File: src/rtl/core/ecsc_pkg.sv
// ----------------------------------------------------------------------------
// ecsc_pkg
// Shared types and constants for the elevator car SCAN controller.
// ----------------------------------------------------------------------------
package ecsc_pkg;

	localparam int MaxRun  = 5;                    // longest command run per item
	localparam int RunCntW = $clog2(MaxRun + 1);
	localparam int RunIdxW = $clog2(MaxRun);
	localparam int FloorW  = 4;

	typedef enum logic [1:0] {
		ACT_ARRIVAL = 2'd0,
		ACT_HALL    = 2'd1,
		ACT_CABIN   = 2'd2
	} action_t;

	typedef enum logic [2:0] {
		CMD_STOP  = 3'd0,
		CMD_OPEN  = 3'd1,
		CMD_CLOSE = 3'd2,
		CMD_UP    = 3'd3,
		CMD_DOWN  = 3'd4
	} cmd_t;

	typedef enum logic [1:0] {
		DIR_IDLE = 2'd0,
		DIR_UP   = 2'd1,
		DIR_DOWN = 2'd2
	} dir_t;

	typedef struct packed {
		action_t           action;
		logic [FloorW-1:0] floor;
	} item_t;

	typedef struct packed {
		cmd_t command;
		logic last;
	} result_t;

	// One queued run of commands, cmds[0] goes out first
	typedef struct packed {
		logic [RunCntW-1:0]      count;
		cmd_t [MaxRun-1:0]       cmds;
	} run_t;

	typedef struct packed {
		logic full;
		logic head_valid;
	} rq_status_t;

endpackage

File: src/rtl/core/ecsc_front.sv
// ----------------------------------------------------------------------------
// ecsc_front
// Accepts items, updates floor, direction and stop mask, and builds the
// command run for each item.
// ----------------------------------------------------------------------------
module ecsc_front #(
	parameter int FLOOR_COUNT = 16
) (
	input  logic            clk,
	input  logic            arst_n,
	input  logic            item_valid,
	output logic            item_ready,
	input  ecsc_pkg::item_t item,
	input  logic            rq_full,
	output logic            push,
	output ecsc_pkg::run_t  push_run
);
	import ecsc_pkg::*;

	logic [FloorW-1:0]      cur_q, nxt_cur;
	dir_t                   dir_q, nxt_dir;
	logic [FLOOR_COUNT-1:0] mask_q, nxt_mask;

	logic [FLOOR_COUNT-1:0] onehot, above, below, clr, set;
	logic                   hit, floor_ok, accept;
	run_t                   run;

	always_comb begin
		for (int i = 0; i < FLOOR_COUNT; i++) begin
			onehot[i] = (int'(item.floor) == i);
			above[i]  = (int'(item.floor) < i);
			below[i]  = (int'(item.floor) > i);
		end
	end

	assign floor_ok = |onehot;
	assign hit      = |(mask_q & onehot);
	assign clr      = mask_q & ~onehot;
	assign set      = mask_q | onehot;

	always_comb begin
		run      = '0;
		nxt_cur  = cur_q;
		nxt_dir  = dir_q;
		nxt_mask = mask_q;
		if (floor_ok) begin
			case (item.action)
				ACT_ARRIVAL: begin
					nxt_cur = item.floor;
					if (hit) begin
						run.cmds[0] = CMD_STOP;
						run.cmds[1] = CMD_OPEN;
						run.cmds[2] = CMD_CLOSE;
						run.count   = RunCntW'(3);
						nxt_mask    = clr;
						if (clr == '0) begin
							run.cmds[3] = CMD_STOP;
							run.count   = RunCntW'(4);
							nxt_dir     = DIR_IDLE;
						end else if (dir_q == DIR_UP) begin
							run.cmds[3] = CMD_CLOSE;
							run.count   = RunCntW'(5);
							if (|(clr & above)) begin
								run.cmds[4] = CMD_UP;
							end else begin
								run.cmds[4] = CMD_DOWN;
								nxt_dir     = DIR_DOWN;
							end
						end else if (dir_q == DIR_DOWN) begin
							run.cmds[3] = CMD_CLOSE;
							run.count   = RunCntW'(5);
							if (|(clr & below)) begin
								run.cmds[4] = CMD_DOWN;
							end else begin
								run.cmds[4] = CMD_UP;
								nxt_dir     = DIR_UP;
							end
						end
					end else if (dir_q == DIR_UP) begin
						run.cmds[0] = CMD_UP;
						run.count   = RunCntW'(1);
					end else if (dir_q == DIR_DOWN) begin
						run.cmds[0] = CMD_DOWN;
						run.count   = RunCntW'(1);
					end
				end
				ACT_HALL, ACT_CABIN: begin
					nxt_mask = set;
					if (dir_q == DIR_IDLE) begin
						if (item.floor > cur_q) begin
							run.cmds[0] = CMD_CLOSE;
							run.cmds[1] = CMD_UP;
							run.count   = RunCntW'(2);
							nxt_dir     = DIR_UP;
						end else if (item.floor < cur_q) begin
							run.cmds[0] = CMD_CLOSE;
							run.cmds[1] = CMD_DOWN;
							run.count   = RunCntW'(2);
							nxt_dir     = DIR_DOWN;
						end else begin
							// called at the floor the idle car stands on
							run.cmds[0] = CMD_STOP;
							run.cmds[1] = CMD_OPEN;
							run.cmds[2] = CMD_CLOSE;
							run.count   = RunCntW'(3);
							nxt_mask    = clr;
						end
					end else if (item.action == ACT_CABIN) begin
						run.cmds[0] = (dir_q == DIR_UP) ? CMD_UP : CMD_DOWN;
						run.count   = RunCntW'(1);
					end
				end
				default: begin
				end
			endcase
		end
	end

	assign item_ready = !rq_full;
	assign accept     = item_valid && item_ready;
	assign push       = accept && (run.count != '0);
	assign push_run   = run;

	always_ff @(posedge clk or negedge arst_n) begin
		if (!arst_n) begin
			cur_q  <= '0;
			dir_q  <= DIR_IDLE;
			mask_q <= '0;
		end else if (accept) begin
			cur_q  <= nxt_cur;
			dir_q  <= nxt_dir;
			mask_q <= nxt_mask;
		end
	end

endmodule

File: src/rtl/core/ecsc_run_queue.sv
// ----------------------------------------------------------------------------
// ecsc_run_queue
// Two-entry queue of command runs between front and back.
// ----------------------------------------------------------------------------
module ecsc_run_queue (
	input  logic                 clk,
	input  logic                 arst_n,
	input  logic                 push,
	input  ecsc_pkg::run_t       push_run,
	input  logic                 pop,
	output ecsc_pkg::rq_status_t status,
	output ecsc_pkg::run_t       head
);
	import ecsc_pkg::*;

	run_t       ent_q [2];
	logic       wr_ptr_q, rd_ptr_q;
	logic [1:0] cnt_q;

	assign status.full       = (cnt_q == 2'd2);
	assign status.head_valid = (cnt_q != 2'd0);
	assign head              = ent_q[rd_ptr_q];

	always_ff @(posedge clk or negedge arst_n) begin
		if (!arst_n) begin
			wr_ptr_q <= 1'b0;
			rd_ptr_q <= 1'b0;
			cnt_q    <= 2'd0;
		end else begin
			if (push) begin
				wr_ptr_q <= !wr_ptr_q;
			end
			if (pop) begin
				rd_ptr_q <= !rd_ptr_q;
			end
			if (push && !pop) begin
				cnt_q <= cnt_q + 2'd1;
			end else if (pop && !push) begin
				cnt_q <= cnt_q - 2'd1;
			end
		end
	end

	always_ff @(posedge clk) begin
		if (push) begin
			ent_q[wr_ptr_q] <= push_run;
		end
	end

endmodule

File: src/rtl/core/ecsc_back.sv
// ----------------------------------------------------------------------------
// ecsc_back
// Steps the head run into the output register, one command per cycle unless stalled.
// ----------------------------------------------------------------------------
module ecsc_back (
	input  logic                clk,
	input  logic                arst_n,
	input  logic                head_valid,
	input  ecsc_pkg::run_t      head,
	output logic                pop,
	output logic                result_valid,
	input  logic                result_ready,
	output ecsc_pkg::result_t   result
);
	import ecsc_pkg::*;

	logic [RunIdxW-1:0] idx_q;
	logic               valid_q;
	result_t            result_q;
	logic               can_load, is_last;
	cmd_t               cur_cmd;

	assign can_load = !valid_q || result_ready;
	assign cur_cmd  = head.cmds[idx_q];
	assign is_last  = (RunCntW'(idx_q) + RunCntW'(1)) == head.count;
	assign pop      = can_load && head_valid && is_last;

	always_ff @(posedge clk or negedge arst_n) begin
		if (!arst_n) begin
			valid_q <= 1'b0;
			idx_q   <= '0;
		end else if (can_load) begin
			valid_q <= head_valid;
			if (head_valid) begin
				idx_q <= is_last ? '0 : idx_q + RunIdxW'(1);
			end
		end
	end

	always_ff @(posedge clk) begin
		if (can_load && head_valid) begin
			result_q.command <= cur_cmd;
			result_q.last    <= is_last;
		end
	end

	assign result_valid = valid_q;
	assign result       = result_q;

endmodule

File: src/rtl/core/elevator_car_scan_controller.sv
// ----------------------------------------------------------------------------
// elevator_car_scan_controller
// One elevator car under a SCAN policy: arrival reports and calls in,
// motor and door commands out.
// ----------------------------------------------------------------------------
//  channel  | direction | payload             | handshake
//  item     | in        | action, floor       | item_valid / item_ready
//  result   | out       | command, last       | result_valid / result_ready
//
// An item is taken whenever the two-entry run queue has room; its state
// update lands at that edge. Each command run passes through the run queue
// and then the output register, and commands leave one per cycle while
// result_ready is high. An item makes up to 5 commands, or none. A
// stalled result holds the back end only; the front keeps taking items until
// the queue fills. Reset clears floor, direction and stops.
// ----------------------------------------------------------------------------
module elevator_car_scan_controller #(
	parameter int FLOOR_COUNT = 16
) (
	input  logic              clk,
	input  logic              arst_n,
	input  logic              item_valid,
	output logic              item_ready,
	input  ecsc_pkg::item_t   item,
	output logic              result_valid,
	input  logic              result_ready,
	output ecsc_pkg::result_t result
);
	import ecsc_pkg::*;

	logic       push, pop;
	run_t       push_run, head;
	rq_status_t rq_status;

	ecsc_front #(
		.FLOOR_COUNT(FLOOR_COUNT)
	) u_front (
		.clk        (clk),
		.arst_n     (arst_n),
		.item_valid (item_valid),
		.item_ready (item_ready),
		.item       (item),
		.rq_full    (rq_status.full),
		.push       (push),
		.push_run   (push_run)
	);

	ecsc_run_queue u_queue (
		.clk      (clk),
		.arst_n   (arst_n),
		.push     (push),
		.push_run (push_run),
		.pop      (pop),
		.status   (rq_status),
		.head     (head)
	);

	ecsc_back u_back (
		.clk          (clk),
		.arst_n       (arst_n),
		.head_valid   (rq_status.head_valid),
		.head         (head),
		.pop          (pop),
		.result_valid (result_valid),
		.result_ready (result_ready),
		.result       (result)
	);

`ifndef NO_ASSERTIONS
	// a stalled front means a full queue, which must have a run at its head
	a_ready_full: assert property (@(posedge clk) disable iff (!arst_n)
		!item_ready |-> rq_status.head_valid)
		else $error("front stalled with no queued run");

	// queued runs are never empty nor longer than the longest run
	a_run_len: assert property (@(posedge clk) disable iff (!arst_n)
		rq_status.head_valid |-> (head.count != '0) && (head.count <= RunCntW'(MaxRun)))
		else $error("queued run has bad length");

	// the rest of a run follows straight after a taken non-final command
	a_run_cont: assert property (@(posedge clk) disable iff (!arst_n)
		result_valid && result_ready && !result.last |=> result_valid)
		else $error("gap inside a command run");
`endif

endmodule

File: config.mk
export PLATFORM = sky130hd
export DESIGN_NAME = elevator_car_scan_controller
export DESIGN_NICKNAME = d
export VERILOG_FILES = /design/src/rtl/core/ecsc_pkg.sv /design/src/rtl/core/ecsc_front.sv /design/src/rtl/core/ecsc_run_queue.sv /design/src/rtl/core/ecsc_back.sv /design/src/rtl/core/elevator_car_scan_controller.sv
export SDC_FILE = /design/constraint.sdc
export NUM_CORES = 1
export LEC_CHECK = 0
export BUFFER_PORTS_ARGS = -buffer_cell sky130_fd_sc_hd__buf_2
export CORE_ASPECT_RATIO = 1.5
export CORE_MARGIN = 2
export CORE_UTILIZATION = 35
export CTS_CLUSTER_DIAMETER = 100
export DETAILED_ROUTE_END_ITERATION = 12
export PLACE_DENSITY = 0.6
export SLEW_MARGIN = 25
export SYNTH_ARGS = -nofsm -noshare
export SYNTH_HDL_FRONTEND = slang
export SYNTH_SLANG_ARGS = --single-unit
File: constraint.sdc
create_clock -name clk -period 3.2 [get_ports clk]
set_input_delay 0.32 -clock clk [delete_from_list [all_inputs] [get_ports clk]]
set_output_delay 0.32 -clock clk [all_outputs]
set_load 0.1 [all_outputs]
==> impl_metrics.csv <==
group,metric,value,unit
final_layout,nFillCells,1013,
floorplanning,start_util,35.7,%
yosys,synth_nets,386,
power,irDropWorstVdd,398,uV
worst_setup_path,endpoint_kind,"flip-flop",
worst_setup_path,cpPeakStageDelay,0.52,ns
routing,first_pass_iters,4,
yosys,yosys.cell_types.count,67,
yosys,yosys_warnings,0,
clock_tree,cts_buffers,9,
worst_setup_path,worstSetupStartpointType,"flip-flop",
power,powerDensity,895,nW/um^2
final_layout,areaGrowthSynthToFinish,16.2,%
yosys,seq_area_frac_synth,43.9,%
yosys,synth_top_area_share,23.9,%
power,clock_power_share,26.1,%
hold_path,hold_class,"in -> async",
floorplanning,die_area,11600,um^2
global_route,antenna_found_initial,0,
power,power.switching,1.55,mW
clock_tree,cts_hold_buf,0,
power,p_int,2.36,mW
clock_tree,cts_tree,"done",
global_route,grt_start_max_net_pins,31,
yosys,postSynthCellCount,363,
floorplanning,core_area,10500,um^2
worst_setup_path,critPathKind,"reg -> reg",
worst_setup_path,r2r_cells,8,
worst_setup_path,cp.required,3.41,ns
placement,pre_cts_ws,0.173,ns
sta,worst-slew-pin-transition,0.683,ns
final_layout,final_cell_mix,"30 x dfrtp_1, 30 x edfxtp_1, 29 x nor2_1",
sta,setup_tns,0,ns
floorplanning,fp-row-count,46,
yosys,synth_area_leaders,"edfxtp_1 24%, dfrtp_1 20%, ha_1 4.3%",
sta,slew_violations,0,
power,p_leak,1.75,nW
sta,worst_slack,0.605,ns
sta,setup_viol,0,
worst_setup_path,cpMaxStageDelayCell,"or4_4",
worst_setup_path,worst-path-max-fanout,16,
worst_setup_path,critPathArrivalTime,2.81,ns
sta,slew_headroom,54.5,%
sta,period_needed,2.59,ns
sta,clock_skew,0.00539,ns
sta,period_share,81.1,%
sta,final_hold_viol_count,0,
worst_setup_path,worstPathCellList,"mux2i_1, nor4_1, or4_4, buf_4, or3_1, buf_4, nand4_1, mux2_2",
clock_tree,cts_resized,0,
placement,dpl.hpwl,6680,um
clock_tree,clockBufferDepth,2,
yosys,postSynthAreaPerCell,10.4,um^2
clock_tree,h-tree-depth,3,
yosys,synth_top_cell_by_area,"edfxtp_1",
clock_tree,clkTransAtPathRegs,0.05,ns
power,combPwrFrac,39.7,%
sta,rsz0062_at_grt,"false",
routing,viasPerCell,5.54,
global_route,grt_pass1_wl,14700,um
yosys,synth-edff-count,30,
floorplanning,die_h,131,um
final_layout,drive_above_1_share,20.4,%
worst_setup_path,crit_path_frequent_cell,"buf_4",
final_layout,nNetsFinal,415,
placement,routabilityCongestion,0.919,
routing,vias,2995,
sta,max_freq,385,MHz
placement,numPortBuffers,15,
clock_tree,cts-root-buf,"clkbuf_16",
clock_tree,postCtsSetupBuffers,0,
routing,drt_iter0_drc,200,
routing,wl_per_cell,16.6,um
clock_tree,cts_num_sinks,60,
power,p_sw_share,39.6,%
final_layout,antenna_cells,0,
routing,totalWireLength,8960,um
floorplanning,ios,16,
routing,drc,0,
yosys,syn-cell-area,3760,um^2
flow_run,maxCapViolations,0,
routing,drtAntennaViolNets,0,
global_route,grt_usage,16.7,%
global_route,grt-ovfl-total,0,
power,pwr-share-seq,34.2,%
clock_tree,insertion_delay,0.33,ns
global_route,grt_pass1_vias,2953,
yosys,synth-async-reset-ratio,50.0,%
floorplanning,chipWidth,88.7,um
status,status,"complete, no violations",
yosys,ys_seq_elements,60,
yosys,ys.flop_type,"edfxtp_1",
metal layers:
layer | vias to the layer above | GRT usage, % | share of wire (%)
li1 | 1421 | - | -
met1 | 1448 | 18.2 | 38
met2 | 99 | 29.4 | 53
met3 | 27 | 2.83 | 4.1
met4 | 0 | 10.4 | 4.5
met5 | - | 0 | 0
cell usage after synthesis, drive strengths merged (2+ instances only):
library cell,n
or2,4
o21ai,24
nand3,11
nand4b,2
or3,2
mux4,4
or4,2
a31oi,3
a211oi,5
edfxtp,30
a21o,2
mux2,20
nor2b,7
o31a,2
nor3,7
a21oi,15
and2,2
nor3b,3
nand4,20
nor4,2
o31ai,5
ha,13
xnor2,4
o211ai,3
nand2b,3
clkbuf,6
mux2i,11
a21boi,2
buf,16
inv,16
or3b,2
o2bb2ai,2
nand2,22
and3b,2
nor2,29
dfrtp,30
xor2,5
and3,2
critical path: cells and delay by family (launching register included):
| family | cells | cell delay [ns] |
|---|---|---|
| multiplexers | 2 | 0.53 |
| flip-flops | 1 | 0.44 |
| buffers and inverters | 2 | 0.39 |
| AND/OR/NAND/NOR | 4 | 1.10 |
cell type report:
type	instances	area [um^2]	share of cell area, %
repair buffers	40	263	6.01
clock buffers	11	233	5.32
flip-flops and latches	60	1650	37.8
multi-input cells	264	1910	43.6
well taps	144	180	4.12
clock inverters	5	76.3	1.74
inverters	17	63.8	1.46
stage by stage:
step                hold WS, ns  instances  power [mW]  utilization, %  cell area (um^2)
floorplan                0.0244        363        2.49               -              3760
detailed placement        0.403        525        2.90            38.6              4060
global placement          0.397        525        2.87            38.6              4060
finish                   0.0265        541        3.91            41.5              4370
global route             0.0879        541        4.16            41.5              4370
CTS                      0.0516        541        3.94            41.5              4370
path summary, 6_finish.rpt:
check,start,end,slack (ns)
max,flip-flop,flip-flop,0.61
min,arst_n,u_back.result_valid,0.03
max reg2reg,flip-flop,flip-flop,0.61
min reg2reg,u_front.cur_q[3],u_front.cur_q[3],0.49
max in group asynchronous,arst_n,u_front.dir_q[0],2.72
min in group clk,result_ready,u_back.result_valid,0.26
power groups by stage:
stage	clock (mW)	combinational [mW]	sequential (mW)
2_1_floorplan	0	1.03	1.46
6_report	1.02	1.55	1.34
3_5_place_dp	0	1.55	1.35
3_3_place_gp	0	1.53	1.35
5_1_grt	1.08	1.70	1.37
4_1_cts	1.04	1.56	1.34
kinds of logic after synthesis:
| logic type | Yosys count | share of synthesized area, % |
|---|---|---|
| simple gates | 129 | 18.8 |
| compound gates | 77 | 13.8 |
| flops | 60 | 43.9 |
| buf+inv | 39 | 5.55 |
| mux | 35 | 11.3 |
| fa+ha+maj | 14 | 4.59 |
| xor+xnor | 9 | 2.09 |
Power figures use the tool's default switching activity.
